===== config.mk =====
export PLATFORM = sky130hd
export DESIGN_NAME = event_timer_queue_unit
export DESIGN_NICKNAME = d
export VERILOG_FILES = /design/src/rtl/core/etq_pkg.sv /design/src/rtl/core/etq_mem.sv /design/src/rtl/core/etq_core.sv /design/src/rtl/core/event_timer_queue_unit.sv
export SDC_FILE = /design/constraint.sdc
export NUM_CORES = 2
export LEC_CHECK = 0
export ABC_AREA = 0
export BUFFER_PORTS_ARGS = -buffer_cell sky130_fd_sc_hd__buf_2
export CELL_PAD_IN_SITES_DETAIL_PLACEMENT = 1
export CELL_PAD_IN_SITES_GLOBAL_PLACEMENT = 2
export CORE_MARGIN = 5
export CORE_UTILIZATION = 48
export DETAILED_ROUTE_END_ITERATION = 10
export PLACE_DENSITY = 0.9
export RECOVER_POWER = 50
export SYNTH_ARGS = -nofsm -noshare
export SYNTH_HDL_FRONTEND = slang
export SYNTH_SLANG_ARGS = --single-unit

===== constraint.sdc =====
create_clock -name clk -period 8.1 [get_ports clk]
set_input_delay 0.405 -clock clk [delete_from_list [all_inputs] [get_ports clk]]
set_output_delay 0.405 -clock clk [all_outputs]
set_load 0.1 [all_outputs]

===== src/rtl/core/etq_pkg.sv =====
`timescale 1ns / 1ps
// ----------------------------------------------------------------------------
// etq_pkg
// Types and constants shared by the event timer queue modules.
// ----------------------------------------------------------------------------
package etq_pkg;

  localparam int TIME_W     = 48;
  localparam int TMO_W      = 32;
  localparam int SLOT_W     = 6;
  localparam int LAZY_W     = 16;
  localparam int ACT_W      = 2;
  localparam int IN_DATA_W  = 88;
  localparam int OUT_DATA_W = 56;

  localparam logic [LAZY_W-1:0] LAZY_RESET = 16'd300;
  localparam logic [TIME_W-1:0] TIME_MAX   = {TIME_W{1'b1}};

  typedef enum logic [ACT_W-1:0] {
    ACT_ADD  = 2'd0,
    ACT_DEL  = 2'd1,
    ACT_FIND = 2'd2
  } action_t;

  typedef struct packed {
    logic              armed;
    logic [TIME_W-1:0] deadline;
  } etq_entry_t;

  typedef struct packed {
    logic              add_skipped;
    logic              none_pending;
    logic [TIME_W-1:0] wait_ms;
  } etq_result_t;

endpackage


===== src/rtl/core/etq_mem.sv =====
`timescale 1ns / 1ps
// ----------------------------------------------------------------------------
// etq_mem
// Slot table: one write port, one read port with registered read data.
// ----------------------------------------------------------------------------
module etq_mem #(
  parameter int DEPTH = 64,
  parameter int AW    = 6,
  parameter int DW    = 49
) (
  input  logic          clk,
  input  logic          wr_en,
  input  logic [AW-1:0] wr_addr,
  input  logic [DW-1:0] wr_data,
  input  logic          rd_en,
  input  logic [AW-1:0] rd_addr,
  output logic [DW-1:0] rd_data
);

  logic [DW-1:0] mem_r [DEPTH];
  logic [DW-1:0] rd_data_r;

  always_ff @(posedge clk) begin
    if (wr_en) begin
      mem_r[wr_addr] <= wr_data;
    end
  end

  always_ff @(posedge clk) begin
    if (rd_en) begin
      rd_data_r <= mem_r[rd_addr];
    end
  end

  assign rd_data = rd_data_r;

endmodule


===== src/rtl/core/etq_core.sv =====
`timescale 1ns / 1ps
// ----------------------------------------------------------------------------
// etq_core
// Sequencer: clearing pass, add read-modify-write, delete and the find scan.
// ----------------------------------------------------------------------------
module etq_core
  import etq_pkg::*;
#(
  parameter int NUM_SLOTS = 64
) (
  input  logic              clk,
  input  logic              rst_n,
  input  logic              req_valid,
  output logic              req_ready,
  input  logic [ACT_W-1:0]  req_action,
  input  logic [SLOT_W-1:0] req_slot,
  input  logic [TMO_W-1:0]  req_timeout,
  input  logic [TIME_W-1:0] req_now,
  input  logic [LAZY_W-1:0] lazy_delay,
  output logic              res_valid,
  input  logic              res_ready,
  output etq_result_t       res
);

  localparam int IDX_W  = (NUM_SLOTS > 1) ? $clog2(NUM_SLOTS) : 1;
  localparam int CNT_W  = $clog2(NUM_SLOTS + 1);
  localparam int SEXT_W = ((IDX_W > SLOT_W) ? IDX_W : SLOT_W) + 1;
  localparam int DW     = $bits(etq_entry_t);

  typedef enum logic [2:0] {
    S_CLEAR,
    S_IDLE,
    S_ADD_CHK,
    S_ADD_WR,
    S_FIND,
    S_FIND_END,
    S_RESP
  } state_t;

  state_t             state_r, state_nxt;
  logic [CNT_W-1:0]   cnt_r, cnt_nxt;
  logic               dv_r, dv_nxt;
  logic [IDX_W-1:0]   addr_r, addr_nxt;
  logic [TIME_W-1:0]  key_r, key_nxt;
  logic [TIME_W-1:0]  now_r, now_nxt;
  logic [TIME_W-1:0]  diff_r, diff_nxt;
  logic               armed_r, armed_nxt;
  logic               found_r, found_nxt;
  logic [TIME_W-1:0]  best_r, best_nxt;
  etq_result_t        res_r, res_nxt;

  logic               mem_wr_en;
  logic [IDX_W-1:0]   mem_wr_addr;
  etq_entry_t         mem_wr_entry;
  logic               mem_rd_en;
  logic [IDX_W-1:0]   mem_rd_addr;
  logic [DW-1:0]      mem_rd_data;
  etq_entry_t         rd_entry;

  logic [TIME_W:0]    sum;
  logic [TIME_W-1:0]  key;
  logic [SEXT_W-1:0]  slot_ext;
  logic               in_range;
  logic [IDX_W-1:0]   slot_idx;
  logic               keep;

  etq_mem #(
    .DEPTH (NUM_SLOTS),
    .AW    (IDX_W),
    .DW    (DW)
  ) u_mem (
    .clk     (clk),
    .wr_en   (mem_wr_en),
    .wr_addr (mem_wr_addr),
    .wr_data (mem_wr_entry),
    .rd_en   (mem_rd_en),
    .rd_addr (mem_rd_addr),
    .rd_data (mem_rd_data)
  );

  assign rd_entry = etq_entry_t'(mem_rd_data);

  assign sum      = {1'b0, req_now} + {{(TIME_W-TMO_W+1){1'b0}}, req_timeout};
  assign key      = sum[TIME_W] ? TIME_MAX : sum[TIME_W-1:0];
  assign slot_ext = SEXT_W'(req_slot);
  assign in_range = slot_ext < SEXT_W'(NUM_SLOTS);
  assign slot_idx = slot_ext[IDX_W-1:0];

  assign keep = armed_r && (diff_r[TIME_W-1:LAZY_W] == '0)
                && (diff_r[LAZY_W-1:0] < lazy_delay);

  assign req_ready = (state_r == S_IDLE);
  assign res_valid = (state_r == S_RESP);
  assign res       = res_r;

  always_comb begin
    state_nxt    = state_r;
    cnt_nxt      = cnt_r;
    dv_nxt       = 1'b0;
    addr_nxt     = addr_r;
    key_nxt      = key_r;
    now_nxt      = now_r;
    diff_nxt     = diff_r;
    armed_nxt    = armed_r;
    found_nxt    = found_r;
    best_nxt     = best_r;
    res_nxt      = res_r;
    mem_wr_en    = 1'b0;
    mem_wr_addr  = slot_idx;
    mem_wr_entry = '0;
    mem_rd_en    = 1'b0;
    mem_rd_addr  = slot_idx;

    unique case (state_r)
      S_CLEAR: begin
        mem_wr_en   = 1'b1;
        mem_wr_addr = cnt_r[IDX_W-1:0];
        if (cnt_r == CNT_W'(NUM_SLOTS - 1)) begin
          cnt_nxt   = '0;
          state_nxt = S_IDLE;
        end else begin
          cnt_nxt = cnt_r + 1'b1;
        end
      end
      S_IDLE: begin
        if (req_valid) begin
          res_nxt   = '0;
          key_nxt   = key;
          now_nxt   = req_now;
          addr_nxt  = slot_idx;
          state_nxt = S_RESP;
          case (action_t'(req_action))
            ACT_ADD: begin
              if (in_range) begin
                mem_rd_en = 1'b1;
                state_nxt = S_ADD_CHK;
              end
            end
            ACT_DEL: begin
              mem_wr_en = in_range;
            end
            ACT_FIND: begin
              mem_rd_en   = 1'b1;
              mem_rd_addr = '0;
              cnt_nxt     = CNT_W'(1);
              dv_nxt      = 1'b1;
              found_nxt   = 1'b0;
              state_nxt   = S_FIND;
            end
            default: begin
              state_nxt = S_RESP;
            end
          endcase
        end
      end
      S_ADD_CHK: begin
        armed_nxt = rd_entry.armed;
        diff_nxt  = (key_r >= rd_entry.deadline) ? key_r - rd_entry.deadline
                                                 : rd_entry.deadline - key_r;
        state_nxt = S_ADD_WR;
      end
      S_ADD_WR: begin
        if (keep) begin
          res_nxt.add_skipped = 1'b1;
        end else begin
          mem_wr_en             = 1'b1;
          mem_wr_addr           = addr_r;
          mem_wr_entry.armed    = 1'b1;
          mem_wr_entry.deadline = key_r;
        end
        state_nxt = S_RESP;
      end
      S_FIND: begin
        if (cnt_r != CNT_W'(NUM_SLOTS)) begin
          mem_rd_en   = 1'b1;
          mem_rd_addr = cnt_r[IDX_W-1:0];
          cnt_nxt     = cnt_r + 1'b1;
          dv_nxt      = 1'b1;
        end else begin
          state_nxt = S_FIND_END;
        end
        if (dv_r && rd_entry.armed && (!found_r || rd_entry.deadline < best_r)) begin
          best_nxt  = rd_entry.deadline;
          found_nxt = 1'b1;
        end
      end
      S_FIND_END: begin
        if (found_r) begin
          res_nxt.wait_ms = (best_r > now_r) ? best_r - now_r : '0;
        end else begin
          res_nxt.none_pending = 1'b1;
        end
        state_nxt = S_RESP;
      end
      S_RESP: begin
        if (res_ready) begin
          state_nxt = S_IDLE;
        end
      end
      default: begin
        state_nxt = S_IDLE;
      end
    endcase
  end

  always_ff @(posedge clk) begin
    if (!rst_n) begin
      state_r <= S_CLEAR;
      cnt_r   <= '0;
      dv_r    <= 1'b0;
    end else begin
      state_r <= state_nxt;
      cnt_r   <= cnt_nxt;
      dv_r    <= dv_nxt;
    end
    addr_r  <= addr_nxt;
    key_r   <= key_nxt;
    now_r   <= now_nxt;
    diff_r  <= diff_nxt;
    armed_r <= armed_nxt;
    found_r <= found_nxt;
    best_r  <= best_nxt;
    res_r   <= res_nxt;
  end

endmodule


===== src/rtl/core/event_timer_queue_unit.sv =====
`timescale 1ns / 1ps
// ----------------------------------------------------------------------------
// event_timer_queue_unit
// One timer per event slot with lazy re-arm; find reports time to earliest
// deadline.
// ----------------------------------------------------------------------------
// One request is worked on at a time, and each gives one result. Slot state
// (deadline and armed flag) lives in a single-port-per-direction table with
// registered read data. A delete goes straight to the result, an add steps
// through read, compare, write back and result, and a find scans the table,
// reading one entry per cycle. After reset a clearing pass disarms every
// slot before the first request is taken; the lazy delay register can be
// written throughout. The result waits in an output register, so the next
// request is taken while it is still pending.
module event_timer_queue_unit
  import etq_pkg::*;
#(
  parameter int NUM_SLOTS = 64
) (
  input  logic                  clk,
  input  logic                  rst_n,
  input  logic                  in_tvalid,
  output logic                  in_tready,
  // event_slot[5:0], timeout_ms[37:6], now_ms[85:38], zero pad
  input  logic [IN_DATA_W-1:0]  in_tdata,
  // action[1:0]
  input  logic [ACT_W-1:0]      in_tuser,
  output logic                  out_tvalid,
  input  logic                  out_tready,
  // wait_ms[47:0], none_pending[48], add_skipped[49], zero pad
  output logic [OUT_DATA_W-1:0] out_tdata,
  input  logic                  cfg_wr_en,
  input  logic [LAZY_W-1:0]     cfg_wr_data
);

  logic [LAZY_W-1:0] lazy_r;
  logic              res_valid;
  logic              res_ready;
  etq_result_t       res;
  logic              out_valid_r;
  etq_result_t       out_r;

  always_ff @(posedge clk) begin
    if (!rst_n) begin
      lazy_r <= LAZY_RESET;
    end else if (cfg_wr_en) begin
      lazy_r <= cfg_wr_data;
    end
  end

  etq_core #(
    .NUM_SLOTS (NUM_SLOTS)
  ) u_core (
    .clk         (clk),
    .rst_n       (rst_n),
    .req_valid   (in_tvalid),
    .req_ready   (in_tready),
    .req_action  (in_tuser),
    .req_slot    (in_tdata[SLOT_W-1:0]),
    .req_timeout (in_tdata[SLOT_W+TMO_W-1:SLOT_W]),
    .req_now     (in_tdata[SLOT_W+TMO_W+TIME_W-1:SLOT_W+TMO_W]),
    .lazy_delay  (lazy_r),
    .res_valid   (res_valid),
    .res_ready   (res_ready),
    .res         (res)
  );

  assign res_ready = !out_valid_r || out_tready;

  always_ff @(posedge clk) begin
    if (!rst_n) begin
      out_valid_r <= 1'b0;
    end else if (res_ready) begin
      out_valid_r <= res_valid;
    end
    if (res_ready && res_valid) begin
      out_r <= res;
    end
  end

  assign out_tvalid = out_valid_r;
  assign out_tdata  = {{(OUT_DATA_W-$bits(etq_result_t)){1'b0}}, out_r};

endmodule

==> flow_metrics.py <==
metrics = {
    "status": {
        "status": "finished with violations",
        "failed_checks": "capacitance limit, slew limit",
    },
    "pwr": {
        "cellLeakagePower_nw": 58.4,
        "p_per_area_nw_per_um2": 241,
        "total_power_mw": 39.4,
        "ir_drop_v": 0.000222,
    },
    "global_routing": {
        "grt_pass1_wl_um": 646000,
        "track_usage_pct": 28.1,
        "antenna_found_initial": 33,
        "first_global_vias": 89600,
        "gr-total-overflow": 0,
        "grt_max_degree": 119,
    },
    "layout": {
        "design_area_sq_um": 163000,
        "final_cell_mix": "edfxtp_1, nand2_1, mux4_2, clkbuf_16, a21oi_1",
        "drive_gt1_share_pct": 17.2,
        "final_nets": 9224,
        "area_growth_pct": 12.5,
        "fillers": 27300,
        "final_common_cell": "edfxtp_1",
    },
    "worst_setup_path": {
        "crit_fanout": 64,
        "critPathArrivalTime_ps": 7420,
        "end_kind": "flop",
        "criticalPathCategory": "reg2reg",
        "reg2reg_slack_ps": 850,
        "r2r-end": "u_core.u_mem.mem_r[46][3]",
        "cp-start-kind": "flop",
        "critPathCapture": "u_core.u_mem.mem_r[46][3]",
        "timing.rr.start": "u_core.state_r[0]",
        "setup.worst_path.start": "u_core.state_r[0]",
        "worst_ep_required_time_ps": 8270,
        "reg2regPathDepth": 7,
    },
    "synth": {
        "yosys_warnings": 0,
        "synth.distinct_cells": 85,
        "async_flop_share_pct": 0,
        "synth_area_sq_um": 145000,
        "syn_inst": 8513,
        "syn_avg_cell_area_sq_um": 17.0,
        "synth-edff-count": 3485,
        "synth_ff_type": "edfxtp_1",
        "ys_ff_latch": 3513,
        "ys_seq_area_share_pct": 72.6,
    },
    "routing": {
        "routed_via_density": 6.51,
        "wl_um": 448000,
        "routed-via-count": 85400,
        "drcViolationCount": 0,
        "dr.pass1.iters": 6,
        "drtIter0Drc": 11200,
        "wl_per_cell_um": 34.2,
        "drtAntennaViolNets": 0,
    },
    "sta": {
        "rsz0062_at_grt": "false",
        "hold_slack_ps": 69.0,
        "fin_skew_ps": 105,
        "fmax_ghz": 0.138,
        "worst_slack_ps": 854,
        "slew_headroom_pct": -186,
        "finalHoldViolCount": 0,
        "drv_slew": 3547,
        "fin_crit_ps": 7250,
        "setup_viol": 0,
        "fin_tns_setup_ps": 0,
        "period_share_pct": 89.5,
        "worst-slew-pin-transition_ps": 4240,
    },
    "cts": {
        "cts_setup_buffers": 0,
        "h-tree-depth": 5,
        "clk_latency_ps": 910,
        "cts_sinks": 3513,
        "cts_made_buffers": 352,
        "clockBufferDepth": 4,
        "cts-root-buf": "clkbuf_16",
        "cts_resized": 0,
        "tritoncts": "yes",
        "clk_pin_slew_ps": 60,
    },
    "placed_design": {
        "gp_congestion": 0.905,
        "dp_hpwl_um": 260000,
        "postPlaceCellArea_sq_um": 151000,
        "io_buffers": 160,
        "dpl_worst_slack_ps": 1490,
    },
    "flow_run": {
        "drv_cap": 61,
    },
    "die": {
        "rows": 201,
        "die_w_um": 560,
        "pin_count": 169,
        "fp.coreArea_sq_um": 300000,
        "start_util_pct": 48.3,
        "die_y_um": 560,
        "die_area_sq_um": 313000,
    },
    "worst_hold_path": {
        "hp-class": "in2reg",
    },
}
## worst min-delay path by stage
stage	slack (ps)	cells after the start	startpoint	endpoint
3_5_place_dp	410	0	u_core.res[19]	out_tdata[19]
3_3_place_gp	400	0	u_core.res[5]	out_tdata[5]
5_1_grt	50	3	in_tdata[6]	u_core.key_r[0]
4_1_cts	20	3	in_tdata[6]	u_core.key_r[0]
2_1_floorplan	400	0	u_core.res[0]	out_tdata[0]
6_report	70	3	in_tdata[6]	u_core.key_r[0]
## timing repair
item / in CTS / in global routing
setup endpoints to repair: 0 / 0
hold buffers: 75 / 0
endpoints found under the hold margin: 80 / 0
## per-stage QoR
| stage | util, % | cells |
|---|---|---|
| floorplan | - | 8518 |
| global placement | 50.4 | 12400 |
| detailed placement | 50.4 | 12400 |
| CTS | 54.4 | 13100 |
| global route | 54.3 | 13100 |
| finish | 54.3 | 13100 |
## layer usage
metal / wire [um] / vias to the layer above / GRT usage [%]
met5: 103 / - / 0
met4: 19100 / 16 / 10.7
met3: 46700 / 1108 / 6.13
met2: 218000 / 5729 / 46.1
met1: 165000 / 44300 / 37.0
li1: - / 34200 / -
## cell families after synthesis
kind of cell             count (synthesis)  share of synthesized area (%)
flip-flops                            3513                           72.6
AND/OR/NAND/NOR                       2095                           6.42
AO/OA/AOI/OAI                         1038                           4.55
multiplexers                           782                           11.4
buffers and inverters                  720                           2.18
adder cells (fa/ha/maj)                243                           2.12
XOR/XNOR                               121                          0.731
other                                    1                        0.00259
## area by class of cell
cell class	count	area [sq um]	share of cell area (%)
flip-flops and latches	3513	105000	64.5
clock inverters	215	2080	1.27
inverters	255	958	0.587
clock buffers	420	9300	5.70
multi-input cells	4285	37300	22.8
repair buffers	463	3370	2.07
well taps	3958	4950	3.04
diodes	9	22.5	0.0138
## sequential cells by signal, indices dropped and copies added (netlist names), 48 cells and up
register / count
u_core.u_mem.mem_r: 3136
out_tdata: 50
u_core.res: 50
u_core.u_mem.rd_data: 49
u_core.best_r: 48
u_core.diff_r: 48
u_core.key_r: 48
u_core.now_r: 48
## where the power goes
part,internal (mW),leakage (nW),switching (mW)
combinational,0.870,16.3,1.75
clock,9.33,5.57,7.15
sequential,20.1,36.5,0.130
total,30.3,58.4,9.02
## worst max-delay path: stages (launching register included)
cell	delay [ps]
dfxtp_1	780
inv_1	310
nor2_1	200
nand2_1	200
inv_1	900
clkbuf_1	1120
and3_2	400
clkbuf_1	2460
## synthesized netlist by cell type (62+ instances only)
cell	n	area [sq um]
edfxtp_1	3485	105000
nand2_1	1128	4230
mux4_2	698	15700
a21oi_1	343	1720
nand3_1	330	1650
inv_1	254	953
ha_1	239	2990
clkbuf_1	212	796
nor2_1	212	796
o21ai_0	166	831
buf_2	121	606
and3_1	119	744
a31oi_1	102	638
nand4_1	102	638
a21o_1	98	736
nor3_1	86	430
mux2i_1	73	731
xnor2_1	62	543
Power figures use the tool's default switching activity.
